[config.mk]
export PLATFORM = sky130hd
export DESIGN_NAME = code_bitmap_allocator_unit
export DESIGN_NICKNAME = d
export VERILOG_FILES = /design/src/rtl/cba_pkg.sv /design/src/rtl/cba_ram.sv /design/src/rtl/code_bitmap_allocator_unit.sv
export SDC_FILE = /design/constraint.sdc
export NUM_CORES = 1
export LEC_CHECK = 0
export BUFFER_PORTS_ARGS = -buffer_cell sky130_fd_sc_hd__buf_2
export CAP_MARGIN = 25
export CORE_UTILIZATION = 47
export DETAILED_ROUTE_END_ITERATION = 8
export PLACE_DENSITY_LB_ADDON = 0.05
export SYNTH_ARGS = -nofsm -noshare
export SYNTH_HDL_FRONTEND = slang
export SYNTH_HIERARCHICAL = 1
export SYNTH_SLANG_ARGS = --single-unit
[constraint.sdc]
create_clock -name clk -period 19.27 [get_ports clk]
set_input_delay 0.9635 -clock clk [delete_from_list [all_inputs] [get_ports clk]]
set_output_delay 0.9635 -clock clk [all_outputs]
set_load 0.01 [all_outputs]
[src/rtl/cba_pkg.sv]
// shared types, constants and the byte index table of the code bitmap allocator
// no dependencies; used by the top level and the port checker
package cba_pkg;

	// bitmap geometry
	localparam int TABLE_BYTES = 128;
	localparam int CODE_W      = 10;
	localparam int BIT_W       = 3;
	localparam int CODE_BYTES  = 1 << (CODE_W - BIT_W);
	localparam int BYTE_W      = 8;
	localparam int ADDR_W      = (TABLE_BYTES > 1) ? $clog2(TABLE_BYTES) : 1;

	// bytes that a code can ever reach: scan and clear cover exactly these
	localparam int SCAN_BYTES  = (TABLE_BYTES < CODE_BYTES) ? TABLE_BYTES : CODE_BYTES;
	localparam int SCAN_W      = (SCAN_BYTES > 1) ? $clog2(SCAN_BYTES) : 1;

	localparam logic [BYTE_W-1:0] FULL_BYTE = {BYTE_W{1'b1}};

	typedef enum logic [1:0] {
		REQ_CHECK   = 2'd0,
		REQ_RESERVE = 2'd1,
		REQ_FREE    = 2'd2,
		REQ_ALLOC   = 2'd3
	} req_t;

	typedef enum logic [1:0] {
		STAT_OK      = 2'd0,
		STAT_ALREADY = 2'd1,
		STAT_NOT_RES = 2'd2,
		STAT_FULL    = 2'd3
	} stat_t;

	// code byte number to memory address, wrapping when the table is small
	typedef logic [ADDR_W-1:0] byte_map_t [CODE_BYTES];

	function automatic byte_map_t build_byte_map();
		byte_map_t m;
		for (int i = 0; i < CODE_BYTES; i++) begin
			m[i] = ADDR_W'(i % TABLE_BYTES);
		end
		return m;
	endfunction

	localparam byte_map_t BYTE_MAP = build_byte_map();

endpackage

[src/rtl/cba_ram.sv]
// generic single write port, single read port ram with registered read data
// no dependencies
module cba_ram #(
	parameter int WIDTH = 8,
	parameter int DEPTH = 128,
	parameter int AW    = (DEPTH > 1) ? $clog2(DEPTH) : 1
) (
	input  logic             clk,
	input  logic             wr_en,
	input  logic [AW-1:0]    wr_addr,
	input  logic [WIDTH-1:0] wr_data,
	input  logic             rd_en,
	input  logic [AW-1:0]    rd_addr,
	output logic [WIDTH-1:0] rd_data
);

	logic [WIDTH-1:0] mem [DEPTH];

	always_ff @(posedge clk) begin
		if (wr_en) begin
			mem[wr_addr] <= wr_data;
		end
	end

	// read data holds until the next read
	always_ff @(posedge clk) begin
		if (rd_en) begin
			rd_data <= mem[rd_addr];
		end
	end

endmodule

[src/rtl/code_bitmap_allocator_unit.sv]
// check, reserve and free read the addressed byte and retire from the look state;
//   allocate reads byte zero, then the next byte for each full byte skipped
// throughput: one request at a time, one bitmap byte read per cycle through the
//   single read port; a new request is taken while the last result waits
// reset: after arst_n the bitmap ram is swept to zero, one byte per cycle over
//   the 128 reachable bytes, with in_ready low; then the unit goes idle
// depends on cba_pkg and cba_ram
module code_bitmap_allocator_unit (
	input  logic                       clk,
	input  logic                       arst_n,
	// request channel
	input  logic                       in_valid,
	output logic                       in_ready,
	input  logic [1:0]                 req_type,
	input  logic [cba_pkg::CODE_W-1:0] code,
	// result channel
	output logic                       out_valid,
	input  logic                       out_ready,
	output logic [1:0]                 status,
	output logic [cba_pkg::CODE_W-1:0] result_code,
	output logic                       was_reserved
);

	import cba_pkg::*;

	typedef enum logic [1:0] {
		S_CLEAR,   // post-reset sweep of the bitmap ram
		S_IDLE,    // waiting for a request
		S_LOOK,    // read data of the addressed byte is back
		S_SCAN     // allocate: walking bytes upward
	} state_t;

	localparam logic [SCAN_W-1:0] SCAN_LAST = SCAN_W'(SCAN_BYTES - 1);

	state_t              state_q;
	logic [SCAN_W-1:0]   scan_q;      // scan byte, also the clear pointer
	req_t                req_q;
	logic [CODE_W-1:0]   code_q;
	logic [ADDR_W-1:0]   addr_q;      // mapped byte of the requested code

	logic                out_valid_q;
	stat_t               status_q;
	logic [CODE_W-1:0]   result_code_q;
	logic                was_reserved_q;

	// ram ports
	logic                ram_we;
	logic [ADDR_W-1:0]   ram_waddr;
	logic [BYTE_W-1:0]   ram_wdata;
	logic                ram_re;
	logic [ADDR_W-1:0]   ram_raddr;
	logic [BYTE_W-1:0]   ram_rdata;

	logic                in_accept;
	logic                out_free;
	logic                res_load;
	logic [ADDR_W-1:0]   in_addr;
	logic [ADDR_W-1:0]   scan_addr;

	// check, reserve, free datapath
	logic [BYTE_W-1:0]   bit_mask;
	logic                look_prev;
	stat_t               look_status;
	logic                look_we;
	logic [BYTE_W-1:0]   look_byte;

	// allocate datapath
	logic                scan_found;
	logic [BIT_W-1:0]    zero_bit;
	logic [BYTE_W-1:0]   alloc_byte;

	assign in_ready  = (state_q == S_IDLE);
	assign in_accept = in_valid && in_ready;
	// the result register can take a new result this cycle
	assign out_free  = !out_valid_q || out_ready;

	// a finished request moves into the result register this cycle
	assign res_load  = out_free && ((state_q == S_LOOK) ||
		(state_q == S_SCAN && (scan_found || scan_q == SCAN_LAST)));

	assign in_addr   = BYTE_MAP[code[CODE_W-1:BIT_W]];
	assign scan_addr = ADDR_W'(scan_q);

	// addressed bit of the byte that just came back
	assign bit_mask  = BYTE_W'(1) << code_q[BIT_W-1:0];
	assign look_prev = |(ram_rdata & bit_mask);

	always_comb begin
		look_status = STAT_OK;
		look_we     = 1'b0;
		look_byte   = ram_rdata;
		unique case (req_q)
			REQ_CHECK: begin
				look_status = STAT_OK;
			end
			REQ_RESERVE: begin
				if (look_prev) begin
					look_status = STAT_ALREADY;
				end else begin
					look_we   = 1'b1;
					look_byte = ram_rdata | bit_mask;
				end
			end
			REQ_FREE: begin
				if (look_prev) begin
					look_we   = 1'b1;
					look_byte = ram_rdata & ~bit_mask;
				end else begin
					look_status = STAT_NOT_RES;
				end
			end
			REQ_ALLOC: begin
				// allocate never passes through the look state
				look_status = STAT_OK;
			end
		endcase
	end

	// lowest clear bit of the scanned byte
	assign scan_found = (ram_rdata != FULL_BYTE);

	always_comb begin
		zero_bit = '0;
		for (int i = BYTE_W - 1; i >= 0; i--) begin
			if (!ram_rdata[i]) begin
				zero_bit = BIT_W'(i);
			end
		end
	end

	assign alloc_byte = ram_rdata | (BYTE_W'(1) << zero_bit);

	// read port: the addressed byte on acceptance, else the next scan byte
	always_comb begin
		ram_re    = 1'b0;
		ram_raddr = scan_addr + ADDR_W'(1);
		if (in_accept) begin
			ram_re    = 1'b1;
			ram_raddr = (req_t'(req_type) == REQ_ALLOC) ? '0 : in_addr;
		end else if (state_q == S_SCAN && !scan_found && scan_q != SCAN_LAST) begin
			ram_re = 1'b1;
		end
	end

	// write port: the writeback lands in the cycle the request retires, so the
	// next request, taken in idle at the earliest, reads the updated byte
	always_comb begin
		ram_we    = 1'b0;
		ram_waddr = scan_addr;
		ram_wdata = '0;
		unique case (state_q)
			S_CLEAR: begin
				ram_we = 1'b1;
			end
			S_LOOK: begin
				ram_we    = look_we && out_free;
				ram_waddr = addr_q;
				ram_wdata = look_byte;
			end
			S_SCAN: begin
				ram_we    = scan_found && out_free;
				ram_wdata = alloc_byte;
			end
			S_IDLE: begin
				ram_we = 1'b0;
			end
		endcase
	end

	cba_ram #(
		.WIDTH (BYTE_W),
		.DEPTH (TABLE_BYTES)
	) u_bitmap_ram (
		.clk     (clk),
		.wr_en   (ram_we),
		.wr_addr (ram_waddr),
		.wr_data (ram_wdata),
		.rd_en   (ram_re),
		.rd_addr (ram_raddr),
		.rd_data (ram_rdata)
	);

	// sequencer and result register
	always_ff @(posedge clk or negedge arst_n) begin
		if (!arst_n) begin
			state_q        <= S_CLEAR;
			scan_q         <= '0;
			req_q          <= REQ_CHECK;
			code_q         <= '0;
			addr_q         <= '0;
			out_valid_q    <= 1'b0;
			status_q       <= STAT_OK;
			result_code_q  <= '0;
			was_reserved_q <= 1'b0;
		end else begin
			if (res_load) begin
				out_valid_q <= 1'b1;
			end else if (out_valid_q && out_ready) begin
				out_valid_q <= 1'b0;
			end
			unique case (state_q)
				S_CLEAR: begin
					if (scan_q == SCAN_LAST) begin
						scan_q  <= '0;
						state_q <= S_IDLE;
					end else begin
						scan_q <= scan_q + SCAN_W'(1);
					end
				end
				S_IDLE: begin
					if (in_accept) begin
						req_q  <= req_t'(req_type);
						code_q <= code;
						addr_q <= in_addr;
						scan_q <= '0;
						state_q <= (req_t'(req_type) == REQ_ALLOC) ? S_SCAN : S_LOOK;
					end
				end
				S_LOOK: begin
					if (out_free) begin
						status_q       <= look_status;
						result_code_q  <= code_q;
						was_reserved_q <= look_prev;
						state_q        <= S_IDLE;
					end
				end
				S_SCAN: begin
					priority if (scan_found) begin
						if (out_free) begin
							status_q       <= STAT_OK;
							result_code_q  <= CODE_W'({scan_q, zero_bit});
							was_reserved_q <= 1'b0;
							state_q        <= S_IDLE;
						end
					end else if (scan_q == SCAN_LAST) begin
						// every reachable byte full: byte zero was full too,
						// so code zero reads as reserved
						if (out_free) begin
							status_q       <= STAT_FULL;
							result_code_q  <= '0;
							was_reserved_q <= 1'b1;
							state_q        <= S_IDLE;
						end
					end else begin
						scan_q <= scan_q + SCAN_W'(1);
					end
				end
			endcase
		end
	end

	assign out_valid    = out_valid_q;
	assign status       = status_q;
	assign result_code  = result_code_q;
	assign was_reserved = was_reserved_q;

endmodule

### Word-level counts from Yosys, hierarchy flattened

Memory sizes are Yosys's and may differ from the RTL's. A register that Yosys moved wholly into a read port is not among the register bits.
Cells that the tools add are included.

| storage, ports and cells | value |
|---|---|
| bits in read-only memories | 896 |
| bits of input ports | 16 |
| output and inout bits | 15 |
| register bits | 42 |
| memories kept | 2 |
| logic and storage cells | 123 |
| memory bits (writable) | 1024 |

Memories:

| memory | depth | bits a word | read ports | clocked after memory_dff | wr ports | RTL line | source |
|---|---|---|---|---|---|---|---|
| u_bitmap_ram.mem | 128 | 8 | 1 | 1 | 1 | cba_ram.sv:17 | `logic [WIDTH-1:0] mem [DEPTH];` |
| (no name shown) | 128 | 7 | 1 | 0 | 0 | code_bitmap_allocator_unit.sv:81 | `assign in_addr = BYTE_MAP[code[CODE_W-1:BIT_W]];` |

| cells by class | value |
|---|---|
| add/subtract/negate cells | 1 |
| bitwise operators | 6 |
| shift operators | 2 |
| equality and inequality tests | 18 |
| $lt $le $gt $ge | 1 |
| reductions and logical operators | 24 |
| multiplexer cells | 60 |

Operators by type and width:

| kind | number |
|---|---|
| $mux 7 | 9 |
| $mux 10 | 5 |
| $pmux 8 s2 | 2 |
| $mux 3 | 8 |
| $mux 2 | 11 |
| $pmux 7 s3 | 1 |
| $pmux 10 s2 | 1 |
| $and 8x8->8 | 2 |
| $mux 8 | 2 |
| $or 8x8->8 | 2 |
| $shl 1x3->8 const A | 2 |
| $mux 1 | 15 |
| $eq 2x2->1 const B | 5 |
| $ne 3x3->1 const B | 3 |
| $ge 8x8->1 const B | 1 |
| $logic_and 1x1->1 | 8 |
| $ne 2x2->1 const B | 4 |
| $ne 8x8->1 const B | 1 |
| $not 7->8 | 1 |
| $not 8->8 | 1 |
| $pmux 2 s4 | 1 |
| $reduce_or 8->1 | 1 |
| $add 7x1->7 const B | 1 |
| $eq 7x7->1 const B | 1 |
| other kinds (17) | 24 |

### Logic depth before layout (Yosys ltp)

| logic depth | value |
|---|---|
| depth after elaboration | 11 |
| mapped depth | 13 |
| gate-level depth less buffers | 8 |

### Cells and area by module

The synthesis kept the hierarchy.

By module, submodules not included:

| module | times used | cells an instance | sequential area each (um2) | area an instance (um2) |
|---|---|---|---|---|
| cba_ram | 1 | 1635 | 30989.7 | 39745.6 |
| code_bitmap_allocator_unit | 1 | 292 | 875.8 | 2623.8 |

### Least setup slack after synthesis

No wires, ideal clock.

| path | value |
|---|---|
| kind | register to register |
| from | reg req_q[0] |
| to | mem u_bitmap_ram.mem[0][5] (data pin) |
| required time | 18.073 ns |
| setup slack | 12.027 ns |
| setup time | 1.197 ns |
| arrival | 6.046 ns |
| stages on the path, launching flop included | 6 |
| path buffers | 0 |
| period minus slack after synthesis | 7.243 ns |
| cell sequence | dfrtp_1 > inv_1 > ha_1 > nor2_1 > a311oi_1 > o21ai_0 |

| between the ends | value |
|---|---|
| longest elaborated chain between the ends | 3 |
| elaborated cells on any way between the ends | 4 |
| classes of those cells | 2 x eq/ne; 2 x mux |

Ends and longest elaborated chain:

| element | RTL line | source |
|---|---|---|
| start: declaration | code_bitmap_allocator_unit.sv:37 | `req_t req_q;` |
| start signal: assignment | code_bitmap_allocator_unit.sv:212 | `req_q <= req_t'(req_type);` |
| $eq 2x2->1 or $eq 2x1->1 (tied branches) | code_bitmap_allocator_unit.sv:92 | `unique case (req_q)` |
| $pmux 8 s2 * | code_bitmap_allocator_unit.sv:92 |  |
| $pmux 8 s2 * | code_bitmap_allocator_unit.sv:151 | `unique case (state_q)` |
| net ram_wdata[5] | code_bitmap_allocator_unit.sv:49 | `logic [BYTE_W-1:0] ram_wdata;` |
| end: declaration | cba_ram.sv:17 |  |

The timed path passes the listed nets; every way through them passes the cells marked *.

### Final worst setup path

| path | value |
|---|---|
| from | reg state_q[1] |
| to | reg u_bitmap_ram.rd_data[3] (read register of u_bitmap_ram.mem) (data pin) |

| between the ends | value |
|---|---|
| elaborated cells on any way between the ends | 8 |
| classes of those cells | 2 x eq/ne; 3 x mux; 3 x reduce/logical |

RTL lines:

| element | RTL line | source |
|---|---|---|
| start: declaration | code_bitmap_allocator_unit.sv:35 | `state_t state_q;` |
| start signal: assignment | code_bitmap_allocator_unit.sv:216 | `state_q <= (req_t'(req_type) == REQ_ALLOC) ? S_SCAN : S_LOOK;` |
| $eq 2x1->1 | code_bitmap_allocator_unit.sv:72 | `assign in_ready = (state_q == S_IDLE);` |
| $logic_and 1x1->1 | code_bitmap_allocator_unit.sv:73 | `assign in_accept = in_valid && in_ready;` |
| $mux 7 | code_bitmap_allocator_unit.sv:137 | `if (in_accept) begin` |
| net ram_raddr[0] | code_bitmap_allocator_unit.sv:51 | `logic [ADDR_W-1:0] ram_raddr;` |
| end: declaration | cba_ram.sv:14 | `output logic [WIDTH-1:0] rd_data` |

The timed path passes the listed nets, and every way through them passes these cells.
A chain may end at the register's enable or synchronous reset.

==> results.md <==
- Critical Path AT: 6.84 ns
- Top_reg_cell synth: edfxtp_1
- Max-slew headroom: 25.44%
- Via Count: 20,000
- CP Capture Type: register
- Area contributors post-synth: edfxtp_1 (73%), mux4_2 (18%), dfrtp_1 (2.1%)
- Crit path buf inv count: 5
- CTS tree: yes
- Sequential share of power: 39.1%
- CP Launch Type: register
- Gate Count Post-Synth: 1,927
- NetSw: 2705 uW
- Delay of the slowest critical-path stage: 0.75 ns
- Max IR drop VDD: 0.1719 mV
- Largest net degree at the start of global routing: 106
- Synth cell count leaders: edfxtp_1 (1,032), mux4_2 (337), nor2_1 (138), clkbuf_1 (54), nand2_1 (54)
- Pint: 5536 uW
- Die width: 302.2 um
- CP max stage cell: dfrtp_1
- PostCTS Resize Cnt: 0
- Root Driver: clkbuf_16
- First-pass GRT wire length: 146,100 um
- Mean Syn Cell Area: 21.99 um2
- Die Ht: 302.2 um
- Share of the synthesized area in the top cell type: 73.14%
- Max-cap violations: 0
- Max Freq: 0.1561 GHz
- Worst Hold Class: in2async
- Data required, critical path: 19.70 ns
- Via density: 6.086
- Sequential area share after synthesis: 75.21%
- Final period util: 33.25%
- Part of the power in the clock network: 25.7%
- Worst path top cell family by delay: buffers and inverters
- Core area: 88,780 um2
- Final WL: 101,300 um
- Initial Util: 47.72%
- Hold Fails Final Rpt: 0
- #FFs+latches synth: 1,067
- # IOs: 31
- Clock H-tree levels: 3
- Cell Chain, Critical Path: nor2b_1 > nand2_1 > buf_4 > a21oi_1 > a21oi_4 > buf_12 > buf_12 > buf_4 > buf_16 > mux4_2 > mux4_2 > mux4_2 > mux2_2
- Clock Sinks: 1,067
- Outcome: completed
- Combinational share of power: 35.2%
- Slew @ Worst Pin: 1.114 ns
- Fraction of layout cells with a size suffix above 1: 30.61%
- Site row count: 109
- Nets: 2,047
- Die area: 91,350 um2
- RSZ-0062 raised after global routing: false
- # port buffers: 30
- Placed Area: 44,170 um2
- WL per Instance: 30.83 um
- PwrDens: 172.0 nW/um2
- Hold_buf cts: 0
- Endpoints failing setup: 0
- RePlAce Congestion: 0.8037
- Postcts setup bufs: 0
- Top-count cell post-synth: edfxtp_1
- Type of the worst setup path: reg2reg
- GR Util All Layers: 22.77%
- Residual DRC: 0
- Crit-path max FO: 105
- Largest area contributor in the netlist: edfxtp_1
- Post-route cell area: 47,910 um2
- LEAKAGE: 0.01515 uW
- DR iter-0 viols: 2,195
- Final setup skew: 0.02468 ns
- CTS Buf Count: 109
- Worst-path clk slew: 0.06 ns
- Final ANT Viol Nets: 0
- DP Wirelength: 61,960 um
- First drt pass iteration count: 5
- Post-Syn Nets: 1,947
- Async SR Flop Fraction: 3.280%
- Area grow syn2layout: 13.08%
- Grt ovf: 0
- Most frequent CP cell: mux4_2
- Fin. max-slew vios: 0
- Netlist cell types: 70
- Total negative slack: 0 ns
- Initial antenna violation count: 5
- EDFF count, synth: 1,032
- Synth warn: 6
- Final Critical Period: 6.406 ns
- Clock Tree Buf Depth: 3
- Vias in the first global route: 20,290
- Synthesized area: 42,370 um2
- Sw Ratio: 32.82%
- Clk_lat worst skew: 0.68 ns
[layer usage]
metal,part of all wire [%],up-vias,track usage (%),routed length [um]
met5,0.12,-,0.6211,121
met4,2.1,8,5.688,2136
met3,7.0,139,5.171,7085
met2,48,671,35.27,48140
met1,43,10860,32.95,43820
li1,-,8323,-,-
[flip-flops by register name, indices dropped and copies added, names as in the netlist]
signal,count
result_code,10
scan_addr,7
out_valid,1
u_bitmap_ram/rd_data,8
u_bitmap_ram/mem,1024
code_q,10
was_reserved,1
state_q,2
req_q,2
status,2
[logic make-up (layout without fill, tap and decap cells)]
| kind of cell | Yosys count | count (layout) | synth area share [%] |
|---|---|---|---|
| AOI/OAI and AO/OA | 88 | 88 | 1.477 |
| buffers and inverters | 123 | 316 | 1.391 |
| adders and majority gates | 4 | 4 | 0.1181 |
| and+or+nand+nor | 271 | 271 | 2.847 |
| muxes | 369 | 369 | 18.86 |
| xor gates and xnor gates | 5 | 5 | 0.1034 |
| DFF | 1067 | 1067 | 75.21 |
| other | 0 | 1 | 0 |
[worst reg2reg max path: cells and delay by family (launching register included)]
kind / cells / cell delay (ns)
muxes: 4 / 1.87
buffers and inverters: 5 / 2.65
AOI/OAI and AO/OA: 2 / 0.28
and+or+nand+nor: 2 / 0.64
DFF: 1 / 0.75
[final timing paths]
| kind | start | endpoint | slack, ns | depth (start not counted) |
|---|---|---|---|---|
| min | arst_n | was_reserved | 0.39 | 1 |
| min reg2reg | out_valid | out_valid | 0.50 | 2 |
| min in group clk | out_valid | out_valid | 0.50 | 2 |
| max reg2reg | state_q[1] | u_bitmap_ram/rd_data[3] | 12.86 | 13 |
| max in group asynchronous | arst_n | scan_addr[1] | 18.38 | 1 |
| max | state_q[1] | u_bitmap_ram/rd_data[3] | 12.86 | 13 |
[placed cells by master (no fill, tap or decap), drive strengths merged, types with 7 or more instances in the layout]
cell type / instances
a21oi: 19
a22o: 7
a31oi: 7
buf: 100
bufinv: 13
clkbuf: 139
clkinv: 47
dfrtp: 35
edfxtp: 1032
inv: 13
mux2: 28
mux4: 338
nand2: 55
nand2b: 7
nand3: 22
nor2: 138
nor2b: 11
nor3: 13
o21ai: 13
[power by group through the flow]
stage | clock network [uW] | registers [uW] | logic, uW
floorplan | 0 | 3310 | 1890
global placement | 0 | 3260 | 2870
detailed placement | 0 | 3270 | 2910
CTS | 2160 | 3220 | 2920
global route | 2250 | 3230 | 3090
finish | 2120 | 3220 | 2900
[per-stage QoR]
step           cells  util [%]  power, uW  hold slack (ns)  setup WS [ns]
6_report        3286     53.96       8241           0.3870          12.86
5_1_grt         3285     53.96       8566           0.4398          12.35
4_1_cts         3277     53.83       8304           0.3839          12.41
3_5_place_dp    3073     49.76       6183           0.4856          12.18
3_3_place_gp    3054     49.51       6131           0.4914          12.28
2_1_floorplan   1927         -       5198           0.5024          12.03
[cell type report]
| type | count | area, um2 |
|---|---|---|
| clock inverters | 66 | 668.1 |
| clock buffers | 138 | 2952 |
| multi-input cells | 737 | 10080 |
| fillers | 6737 | 40870 |
| repair buffers | 101 | 847.1 |
| inverters | 11 | 41.29 |
| flip-flops and latches | 1067 | 31870 |
| well taps | 1165 | 1458 |
| diodes | 1 | 2.502 |
Note: power is estimated with default switching activity, not from simulation.
